**config.mk**
```make
export PLATFORM = sky130hd
export DESIGN_NAME = doorbell_device_table_top
export DESIGN_NICKNAME = d
export VERILOG_FILES = /design/src/rtl/dbt_pkg.sv /design/src/rtl/dbt_ram.sv /design/src/rtl/dbt_slots.sv /design/src/rtl/doorbell_device_table_top.sv
export SDC_FILE = /design/constraint.sdc
export NUM_CORES = 1
export LEC_CHECK = 0
export BUFFER_PORTS_ARGS = -buffer_cell sky130_fd_sc_hd__buf_2
export CORE_MARGIN = 4
export CORE_UTILIZATION = 30
export CTS_BUF_LIST = sky130_fd_sc_hd__clkbuf_8
export DETAILED_ROUTE_END_ITERATION = 8
export SLEW_MARGIN = 20
export SYNTH_ARGS = -nofsm -noshare
export SYNTH_HDL_FRONTEND = slang
export SYNTH_SLANG_ARGS = --single-unit
```
**constraint.sdc**
```tcl
create_clock -name clock -period 7.98 [get_ports clock]
set_input_delay 1.197 -clock clock [delete_from_list [all_inputs] [get_ports clock]]
set_output_delay 1.197 -clock clock [all_outputs]
set_load 0.01 [all_outputs]
```
**src/rtl/dbt_pkg.sv**
```systemverilog
// Shared types and constants for the doorbell device table.
package dbt_pkg;

   localparam int CMD_WIDTH  = 3;
   localparam int TYPE_WIDTH = 2;
   localparam int QIDX_WIDTH = 4;
   localparam int OUT_WIDTH  = 32;

   localparam logic [TYPE_WIDTH-1:0] MAX_DEV_TYPE = 2'd2;

   typedef enum logic [CMD_WIDTH-1:0] {
      CMD_ADD    = 3'd0,
      CMD_DELETE = 3'd1,
      CMD_KICK   = 3'd2,
      CMD_POLL   = 3'd3,
      CMD_ACK    = 3'd4,
      CMD_INIT   = 3'd5
   } cmd_type;

   // registered slot lookup status
   typedef struct packed {
      logic hit;
      logic full;
   } look_type;

   // slot table update request
   typedef struct packed {
      logic clear_all;
      logic alloc;
      logic drop;
   } slot_upd_type;

endpackage

```
**src/rtl/dbt_ram.sv**
```systemverilog
// Single-port-write, registered-read memory for the pending counters.
module dbt_ram #(
   parameter int ADDR_WIDTH = 5,
   parameter int DATA_WIDTH = 16
) (
   input  logic                  clock,
   input  logic                  wr_en,
   input  logic [ADDR_WIDTH-1:0] wr_addr,
   input  logic [DATA_WIDTH-1:0] wr_data,
   input  logic                  rd_en,
   input  logic [ADDR_WIDTH-1:0] rd_addr,
   output logic [DATA_WIDTH-1:0] rd_data_ff
);

   localparam int DEPTH = 1 << ADDR_WIDTH;

   logic [DATA_WIDTH-1:0] mem [DEPTH];

   always_ff @(posedge clock) begin
      if (wr_en) begin
         mem[wr_addr] <= wr_data;
      end
      if (rd_en) begin
         rd_data_ff <= mem[rd_addr];
      end
   end

endmodule

```
**src/rtl/dbt_slots.sv**
```systemverilog
// Slot table: valid bits, identifiers, parallel id match and free-slot search.
module dbt_slots import dbt_pkg::*; #(
   parameter int DEVICES    = 8,
   parameter int ID_WIDTH   = 32,
   parameter int SLOT_WIDTH = 3
) (
   input  logic                  clock,
   input  logic                  reset,
   input  logic [ID_WIDTH-1:0]   key_id,
   output look_type              look_ff,
   output logic [SLOT_WIDTH-1:0] match_idx_ff,
   output logic [SLOT_WIDTH-1:0] free_idx_ff,
   input  slot_upd_type          upd,
   input  logic [SLOT_WIDTH-1:0] upd_idx,
   input  logic [ID_WIDTH-1:0]   new_id
);

   logic [DEVICES-1:0]  valid_ff;
   logic [ID_WIDTH-1:0] id_ff [DEVICES];

   look_type              look_in;
   logic [SLOT_WIDTH-1:0] match_idx_in;
   logic [SLOT_WIDTH-1:0] free_idx_in;

   // lowest index wins for both searches
   always_comb begin
      look_in      = '0;
      match_idx_in = '0;
      free_idx_in  = '0;
      for (int i = DEVICES - 1; i >= 0; i--) begin
         if (valid_ff[i] && (id_ff[i] == key_id)) begin
            look_in.hit  = 1'b1;
            match_idx_in = SLOT_WIDTH'(i);
         end
         if (!valid_ff[i]) begin
            free_idx_in = SLOT_WIDTH'(i);
         end
      end
      look_in.full = &valid_ff;
   end

   always_ff @(posedge clock) begin
      if (reset) begin
         valid_ff <= '0;
         look_ff  <= '0;
      end else begin
         look_ff <= look_in;
         priority if (upd.clear_all) begin
            valid_ff <= '0;
         end else if (upd.alloc) begin
            valid_ff[upd_idx] <= 1'b1;
         end else if (upd.drop) begin
            valid_ff[upd_idx] <= 1'b0;
         end
      end
   end

   always_ff @(posedge clock) begin
      match_idx_ff <= match_idx_in;
      free_idx_ff  <= free_idx_in;
      if (upd.alloc && !upd.clear_all) begin
         id_ff[upd_idx] <= new_id;
      end
   end

endmodule

```
**src/rtl/doorbell_device_table_top.sv**
```systemverilog
// Doorbell device table: command sequencer around the slot table and counter memory.
//
// Commands enter on the req_ channel (valid/ready); each produces exactly one
// transfer on the rsp_ channel carrying failed and result_value.
// One command is worked on at a time. After a command is accepted, it passes
// through lookup, memory read and execute, in which its result is registered;
// a successful add also sweeps the new slot's QUEUES counters to zero, one per
// cycle, before its result is registered. The block is ready for the next
// command in the cycle after the result is registered. The sequencer and the
// single write port of the counter memory set this pace.
// The result sits in an output register; if the receiver stalls, the block
// holds the finished result and waits before retiring the command.
// Reset empties the table, clears the identifier counter and leaves the
// block not ready: add fails until an init command. No clearing pass is
// needed, since a slot's counters are zeroed when the slot is allocated.
module doorbell_device_table_top import dbt_pkg::*; #(
   parameter int DEVICES     = 8,
   parameter int QUEUES      = 4,
   parameter int ID_WIDTH    = 32,
   parameter int COUNT_WIDTH = 16
) (
   input  logic                  clock,
   input  logic                  reset,
   input  logic                  req_valid,
   output logic                  req_ready,
   input  logic [CMD_WIDTH-1:0]  req_command,
   input  logic [TYPE_WIDTH-1:0] req_device_type,
   input  logic [OUT_WIDTH-1:0]  req_device_id,
   input  logic [QIDX_WIDTH-1:0] req_queue_index,
   output logic                  rsp_valid,
   input  logic                  rsp_ready,
   output logic                  rsp_failed,
   output logic [OUT_WIDTH-1:0]  rsp_result_value
);

   localparam int SLOT_WIDTH = (DEVICES > 1) ? $clog2(DEVICES) : 1;
   localparam int QSEL_WIDTH = (QUEUES > 1) ? $clog2(QUEUES) : 1;
   localparam int ADDR_WIDTH = SLOT_WIDTH + QSEL_WIDTH;

   typedef enum logic [2:0] {
      ST_IDLE,
      ST_LOOK,
      ST_MEM,
      ST_EXEC,
      ST_CLEAR
   } state_type;

   state_type             state_ff;
   cmd_type               cmd_ff;
   logic [TYPE_WIDTH-1:0] type_ff;
   logic [OUT_WIDTH-1:0]  id_ff;
   logic [QIDX_WIDTH-1:0] queue_ff;
   logic                  ready_flag_ff;
   logic [ID_WIDTH-1:0]   id_counter_ff;
   logic [QSEL_WIDTH-1:0] sweep_ff;
   logic                  rsp_valid_ff;
   logic                  rsp_failed_ff;
   logic [OUT_WIDTH-1:0]  rsp_value_ff;

   look_type              look_ff;
   logic [SLOT_WIDTH-1:0] match_idx_ff;
   logic [SLOT_WIDTH-1:0] free_idx_ff;
   slot_upd_type          upd;
   logic [SLOT_WIDTH-1:0] upd_idx;

   logic                   ram_we;
   logic [ADDR_WIDTH-1:0]  ram_waddr;
   logic [COUNT_WIDTH-1:0] ram_wdata;
   logic                   ram_re;
   logic [ADDR_WIDTH-1:0]  target_addr;
   logic [COUNT_WIDTH-1:0] count;

   logic                  rsp_free;
   logic                  queue_ok;
   logic                  target_ok;
   logic                  add_ok;
   logic                  last_sweep;
   logic [ID_WIDTH-1:0]   next_id;
   logic                  exec_fail;
   logic [OUT_WIDTH-1:0]  exec_value;
   logic                  push;

   dbt_slots #(
      .DEVICES    (DEVICES),
      .ID_WIDTH   (ID_WIDTH),
      .SLOT_WIDTH (SLOT_WIDTH)
   ) u_slots (
      .clock        (clock),
      .reset        (reset),
      .key_id       (ID_WIDTH'(id_ff)),
      .look_ff      (look_ff),
      .match_idx_ff (match_idx_ff),
      .free_idx_ff  (free_idx_ff),
      .upd          (upd),
      .upd_idx      (upd_idx),
      .new_id       (next_id)
   );

   dbt_ram #(
      .ADDR_WIDTH (ADDR_WIDTH),
      .DATA_WIDTH (COUNT_WIDTH)
   ) u_ram (
      .clock      (clock),
      .wr_en      (ram_we),
      .wr_addr    (ram_waddr),
      .wr_data    (ram_wdata),
      .rd_en      (ram_re),
      .rd_addr    (target_addr),
      .rd_data_ff (count)
   );

   assign req_ready        = (state_ff == ST_IDLE);
   assign rsp_valid        = rsp_valid_ff;
   assign rsp_failed       = rsp_failed_ff;
   assign rsp_result_value = rsp_value_ff;

   assign rsp_free    = !rsp_valid_ff || rsp_ready;
   assign queue_ok    = {1'b0, queue_ff} < (QIDX_WIDTH + 1)'(QUEUES);
   assign target_ok   = look_ff.hit && queue_ok;
   assign next_id     = id_counter_ff + 1'b1;
   assign add_ok      = ready_flag_ff && (type_ff <= MAX_DEV_TYPE) &&
                        (id_counter_ff != '1) && !look_ff.full;
   assign last_sweep  = (sweep_ff == QSEL_WIDTH'(QUEUES - 1));
   assign target_addr = {match_idx_ff, queue_ff[QSEL_WIDTH-1:0]};
   assign ram_re      = (state_ff == ST_MEM);

   always_comb begin
      exec_fail  = 1'b1;
      exec_value = '0;
      unique case (cmd_ff)
         CMD_INIT: begin
            exec_fail = 1'b0;
         end
         CMD_ADD: begin
            exec_fail  = !add_ok;
            exec_value = add_ok ? OUT_WIDTH'(next_id) : '0;
         end
         CMD_DELETE: begin
            exec_fail = !look_ff.hit;
         end
         CMD_KICK: begin
            exec_fail = !(target_ok && (count != '1));
         end
         CMD_POLL: begin
            exec_fail  = !target_ok;
            exec_value = target_ok ? OUT_WIDTH'(count) : '0;
         end
         CMD_ACK: begin
            exec_fail = !(target_ok && (count != '0));
         end
         default: begin
            exec_fail = 1'b1;
         end
      endcase
   end

   always_comb begin
      push = ((state_ff == ST_EXEC) && rsp_free && !((cmd_ff == CMD_ADD) && add_ok)) ||
             ((state_ff == ST_CLEAR) && last_sweep && rsp_free);

      ram_we    = 1'b0;
      ram_waddr = target_addr;
      ram_wdata = '0;
      if (state_ff == ST_CLEAR) begin
         ram_we    = 1'b1;
         ram_waddr = {free_idx_ff, sweep_ff};
      end else if (push && !exec_fail && (cmd_ff == CMD_KICK)) begin
         ram_we    = 1'b1;
         ram_wdata = count + 1'b1;
      end else if (push && !exec_fail && (cmd_ff == CMD_ACK)) begin
         ram_we    = 1'b1;
         ram_wdata = count - 1'b1;
      end

      upd.clear_all = push && (cmd_ff == CMD_INIT);
      upd.alloc     = push && (cmd_ff == CMD_ADD) && !exec_fail;
      upd.drop      = push && (cmd_ff == CMD_DELETE) && !exec_fail;
      upd_idx       = (cmd_ff == CMD_ADD) ? free_idx_ff : match_idx_ff;
   end

   always_ff @(posedge clock) begin
      if (reset) begin
         state_ff      <= ST_IDLE;
         ready_flag_ff <= 1'b0;
         id_counter_ff <= '0;
         sweep_ff      <= '0;
         rsp_valid_ff  <= 1'b0;
      end else begin
         if (push) begin
            rsp_valid_ff  <= 1'b1;
            rsp_failed_ff <= exec_fail;
            rsp_value_ff  <= exec_value;
         end else if (rsp_valid_ff && rsp_ready) begin
            rsp_valid_ff <= 1'b0;
         end
         if (upd.clear_all) begin
            ready_flag_ff <= 1'b1;
            id_counter_ff <= '0;
         end
         if (upd.alloc) begin
            id_counter_ff <= next_id;
         end

         unique case (state_ff)
            ST_IDLE: begin
               if (req_valid) begin
                  cmd_ff   <= cmd_type'(req_command);
                  type_ff  <= req_device_type;
                  id_ff    <= req_device_id;
                  queue_ff <= req_queue_index;
                  state_ff <= ST_LOOK;
               end
            end
            ST_LOOK: begin
               state_ff <= ST_MEM;
            end
            ST_MEM: begin
               state_ff <= ST_EXEC;
            end
            ST_EXEC: begin
               if ((cmd_ff == CMD_ADD) && add_ok) begin
                  sweep_ff <= '0;
                  state_ff <= ST_CLEAR;
               end else if (rsp_free) begin
                  state_ff <= ST_IDLE;
               end
            end
            ST_CLEAR: begin
               if (!last_sweep) begin
                  sweep_ff <= sweep_ff + 1'b1;
               end else if (rsp_free) begin
                  state_ff <= ST_IDLE;
               end
            end
            default: begin
               state_ff <= ST_IDLE;
            end
         endcase
      end
   end

`ifndef ASSERT_OFF
   a_reset_no_rsp: assert property (@(posedge clock) reset |=> !rsp_valid)
      else $error("response valid right after reset");

   a_fail_zero: assert property (@(posedge clock) disable iff (reset)
      (rsp_valid && rsp_failed) |-> (rsp_result_value == '0))
      else $error("failed response carries a nonzero value");

   a_ram_write_state: assert property (@(posedge clock) disable iff (reset)
      ram_we |-> ((state_ff == ST_EXEC) || (state_ff == ST_CLEAR)))
      else $error("counter memory written outside execute or clear");

   a_counter_monotonic: assert property (@(posedge clock) disable iff (reset)
      !upd.clear_all |=> (id_counter_ff >= $past(id_counter_ff)))
      else $error("identifier counter went backwards without init");

   a_alloc_ok: assert property (@(posedge clock) disable iff (reset)
      upd.alloc |-> (ready_flag_ff && !look_ff.full && (id_counter_ff != '1)))
      else $error("slot allocated while add should fail");
`endif

endmodule

```
==> key figures <==
Synthesis
  – Portion of netlist area occupied by mux cells: 10.3%
  – Flop and latch count out of synthesis: 913
  – Number of cells produced by synthesis: 2127
  – Post-synthesis simple-gate area fraction: under 10%
  – Async set-or-reset flop fraction in the synthesized netlist: 0%
  – Post-synthesis share of cell area spent on full adders, half adders and majority gates: less than 1%
  – Compound-Gate Fraction of Synth Area: 2.89%
  – Net count of the mapped netlist: approximately 2200
  – Count of flip-flops with a built-in enable after synthesis: roughly 860
  – Combinational family with the most area after synthesis: multiplexers
  – Yosys warning count: 0
  – Sequential fraction of the synthesis area: 71.7%
  – Unique cell type count in the Yosys netlist: 74
  – Total standard cell area after synthesis: 0.0375 mm²
  – Most used DFF post-synth: sky130_fd_sc_hd__edfxtp_1
  – Mean cell area of the mapped netlist: 17.6 µm²
  – Xor and xnor area share after synthesis: 6.64%

Clock network
  – CTS tree: yes
  – Clock H-tree levels: 4
  – Number of buffers inserted by post-CTS setup repair: 0
  – Hold buffer count at CTS: 0
  – Number of CTS-inserted buffers: 149
  – Clock-pin slew on the worst setup and hold paths: 0.07 ns
  – Root cell of the clock tree: sky130_fd_sc_hd__clkbuf_8
  – Clock sink count: slightly above 900
  – Clock latency of the later-clocked register in the worst-skew pair: 0.84 ns
  – Buffer levels on the longest clock path: 3
  – Resized Gates After CTS: 0

Floorplan
  – Chip Width: 361 µm
  – Area enclosed by the die boundary: 0.131 mm²
  – I/O pin count: 80
  – Die Ht: around 360 µm
  – Core outline area: about 0.12 mm²
  – Starting density of the core: 30.3%
  – Count of standard-cell rows: 129

Global route
  – Initial antenna violation count: 9
  – Grt ovf: 0
  – Via count of the first global-routing pass: 20763
  – Total routing resource utilization after global routing: between 10% and 20%
  – Global-route wire length before repair: 150000 µm
  – Maximum number of pins on one net before global-route repair: 115

Routing
  – Via-per-instance ratio: ~5
  – Wire length per cell after detailed routing: 26.0 µm
  – Detailed router's first-iteration violation count: 2412
  – Detailed-routing iteration count for the pre-antenna-repair pass: 8
  – Aggregate routed wire length: between 100000 and 150000 µm
  – DRC violation count after routing: 0
  – Number of nets still failing antenna checks after routing: 0
  – Total via count in the routed design: roughly 21000

Timing
  – Setup violation total in the final timing report: 0
  – Post-route minimum period: 4.78 ns
  – Final-report max-slew violation count: 0
  – Final Hold Fails: 0
  – Fmax: approximately 210 MHz
  – Unrepaired setup endpoints after global routing: false
  – Post-route setup slack: ~3.2 ns
  – Clk_skew: 0.0534 ns
  – Actual transition at the worst max-transition pin: 1.14 ns
  – Crit share post-route: 59.9%
  – Final setup TNS: 0 ns
  – Normalized max-slew margin: 23.9%

Min path
  – Hold Path Stages: 2
  – Worst min-delay path category: flip-flop to flip-flop
  – Endpoint of the worst hold path: u_slots.free_idx_ff[1]

Cells and area
  – Area added between synthesis and finish: 15.0%
  – Fraction of layout cells with a size suffix above 1: 25.1%
  – Number of nets in the layout: between 2000 and 2500
  – Post-route cell area: about 0.043 mm²
  – Util after Layout: 34.8%

Worst setup path
  – CP max stage delay: 1.06 ns
  – Worst r2r path cells: 5
  – Highest net fanout along the worst path: 32
  – R2R Setup Slk: 3.20 ns
  – Crit path buffers/inverters: 0
  – Category of the most critical setup path: flip-flop to flip-flop
  – Cell with the largest stage delay on the worst path: sky130_fd_sc_hd__nor4_1
  – Sort of element at the end of the critical path: flip-flop
  – Cell Chain, Critical Path: nor3_2, nand4b_1, nor4_1, nand2_1, nor2_4
  – Data required time at the worst endpoint: 8.41 ns
  – Kind of cell with the highest combined delay on the critical path: simple AND/OR/NAND/NOR gates
  – Source of the worst register-to-register timing path: cmd_ff[0]
  – Critical path startpoint category: flip-flop
  – Worst flop-to-flop path endpoint: u_slots.id_ff[5][27]
  – Arrival time of the worst setup path: 5.21 ns

Placement
  – Post-detail-place hpwl: 66100 µm
  – Post-Place Worst Slack: 3.45 ns
  – Post-placement cell area: roughly 0.04 mm²
  – Gpl congestion: 0.865
  – Port Buffer Count: 79

Job
  – Max-cap violation count: 0

Outcome
  – Outcome: completed

Pwr
  – Proportion of power drawn by flip-flops and latches: 56.0%
  – Leak pwr: approximately 0.015 µW
  – Clock share of power: 41.5%
  – Worst vdd ir: around 170 µV
  – Net switching power of the design: 2100 µW
  – Power Density: 218 mW/mm²
  – Fraction of power consumed by combinational cells: 2.5%
  – Int Pwr: 7280 µW
  – Switching Share: roughly 22%
==> how the worst max path moves through the flow <==
stage	cells after the start	end	slack, ns	start
after floorplan	2	cmd_ff[0]	1.73	reset
after global placement	5	u_slots.id_ff[5][6]	3.57	cmd_ff[0]
after detailed placement	5	u_slots.id_ff[5][27]	3.45	cmd_ff[0]
after CTS	5	u_slots.id_ff[5][27]	3.37	cmd_ff[0]
after global routing	5	u_slots.id_ff[5][8]	3.01	cmd_ff[0]
final	5	u_slots.id_ff[5][27]	3.20	cmd_ff[0]
==> sequential cells by signal (all words and copies together), names as in the netlist, 3 cells and up, named ones only <==
name	cells
u_ram.rd_data_ff	16
cmd_ff	3
id_ff	32
u_slots.id_ff	256
queue_ff	4
u_ram.mem	512
u_slots.free_idx_ff	3
rsp_result_value	32
id_counter_ff	32
u_slots.match_idx_ff	3
state_ff	3
==> placed cells by master (no fill, tap or decap), types with 18 or more instances in the layout <==
| cell | Yosys | layout |
|---|---|---|
| sky130_fd_sc_hd__edfxtp_1 | 858 | 858 |
| sky130_fd_sc_hd__xnor2_1 | 219 | 205 |
| sky130_fd_sc_hd__mux4_2 | 160 | 160 |
| sky130_fd_sc_hd__clkbuf_8 | 0 | 151 |
| sky130_fd_sc_hd__nand2_1 | 88 | 88 |
| sky130_fd_sc_hd__buf_2 | 24 | 79 |
| sky130_fd_sc_hd__nand4_1 | 62 | 62 |
| sky130_fd_sc_hd__xor2_1 | 65 | 57 |
| sky130_fd_sc_hd__inv_1 | 15 | 56 |
| sky130_fd_sc_hd__nor2_1 | 100 | 55 |
| sky130_fd_sc_hd__dfxtp_1 | 55 | 53 |
| sky130_fd_sc_hd__nand3_1 | 40 | 40 |
| sky130_fd_sc_hd__buf_4 | 2 | 40 |
| sky130_fd_sc_hd__nor2_2 | 0 | 35 |
| sky130_fd_sc_hd__clkinv_1 | 0 | 32 |
| sky130_fd_sc_hd__nor4_1 | 29 | 29 |
| sky130_fd_sc_hd__a21oi_1 | 27 | 26 |
| sky130_fd_sc_hd__a22oi_1 | 24 | 24 |
| sky130_fd_sc_hd__nor3_1 | 20 | 19 |
| sky130_fd_sc_hd__and2_1 | 18 | 18 |
==> power groups by stage <==
stage               Combinational, µW  Sequential, µW  Clock, µW
detailed placement                238            5340          0
finish                            238            5240       3890
global placement                  234            5340          0
global route                      255            5240       4200
CTS                               239            5240       3980
floorplan                         178            5300          0
==> routing by layer <==
metal | GRT usage [%] | share of wire [%] | up-vias
met5 | 0 | 0.014 | -
met4 | 5.34 | 3.0 | 2
met3 | 3.48 | 9.5 | 192
met2 | 24.8 | 46 | 1126
met1 | 22.1 | 41 | 10727
li1 | - | - | 8717
==> cell usage after synthesis, types with 9 or more instances <==
cell type,number,area [µm²]
sky130_fd_sc_hd__nor2_1,100,375
sky130_fd_sc_hd__a22o_1,15,131
sky130_fd_sc_hd__a21oi_1,27,135
sky130_fd_sc_hd__or4_1,13,97.6
sky130_fd_sc_hd__clkbuf_1,72,270
sky130_fd_sc_hd__edfxtp_1,858,25800
sky130_fd_sc_hd__a21o_1,9,67.6
sky130_fd_sc_hd__xor2_1,65,569
sky130_fd_sc_hd__inv_1,15,56.3
sky130_fd_sc_hd__or2_2,12,75.1
sky130_fd_sc_hd__buf_1,11,41.3
sky130_fd_sc_hd__mux4_2,160,3600
sky130_fd_sc_hd__xnor2_1,219,1920
sky130_fd_sc_hd__nand2_1,88,330
sky130_fd_sc_hd__nor3_1,20,100
sky130_fd_sc_hd__and3_1,15,93.8
sky130_fd_sc_hd__nor4_1,29,181
sky130_fd_sc_hd__a22oi_1,24,180
sky130_fd_sc_hd__buf_2,24,120
sky130_fd_sc_hd__nand4_1,62,388
sky130_fd_sc_hd__and4_1,9,78.8
sky130_fd_sc_hd__and2_1,18,113
sky130_fd_sc_hd__dfxtp_1,55,1100
sky130_fd_sc_hd__nand3_1,40,200
sky130_fd_sc_hd__o21ai_0,16,80.1
sky130_fd_sc_hd__mux2_2,17,191
sky130_fd_sc_hd__a31oi_1,9,56.3
sky130_fd_sc_hd__or3_1,12,75.1
==> per-stage QoR <==
stage	total power (µW)	hold slack [ns]	instances
2_1_floorplan	5480	0.444	2127
3_3_place_gp	5580	0.502	3772
3_5_place_dp	5580	0.503	3772
4_1_cts	9460	0.435	4035
5_1_grt	9700	0.470	4036
6_report	9370	0.507	4039
==> worst min-delay path, stage by stage (launching register included) <==
cell and delay, ns:
sky130_fd_sc_hd__dfxtp_1 0.35, sky130_fd_sc_hd__nand2_1 0.07, sky130_fd_sc_hd__a31oi_1 0.05
==> final cells by class <==
| type | instances | area [µm²] |
|---|---|---|
| flip-flops and latches | 913 | 26900 |
| clock buffers | 151 | 2080 |
| multi-input cells | 1087 | 10600 |
| fillers | 11552 | 80700 |
| well taps | 1637 | 2050 |
| inverters | 15 | 56.3 |
| repair buffers | 121 | 743 |
| clock inverters | 112 | 733 |
| diodes | 3 | 7.51 |
==> logic make-up (layout without fill, tap and decap cells) <==
group | count (synthesis) | count (layout)
flops | 913 | 913
simple gates | 469 | 469
xor+xnor | 284 | 284
mux | 185 | 185
compound gates | 145 | 145
buf+inv | 127 | 399
fa+ha+maj | 4 | 4
other cells | 0 | 3
No activity file was read; power rests on OpenSTA's default activity.
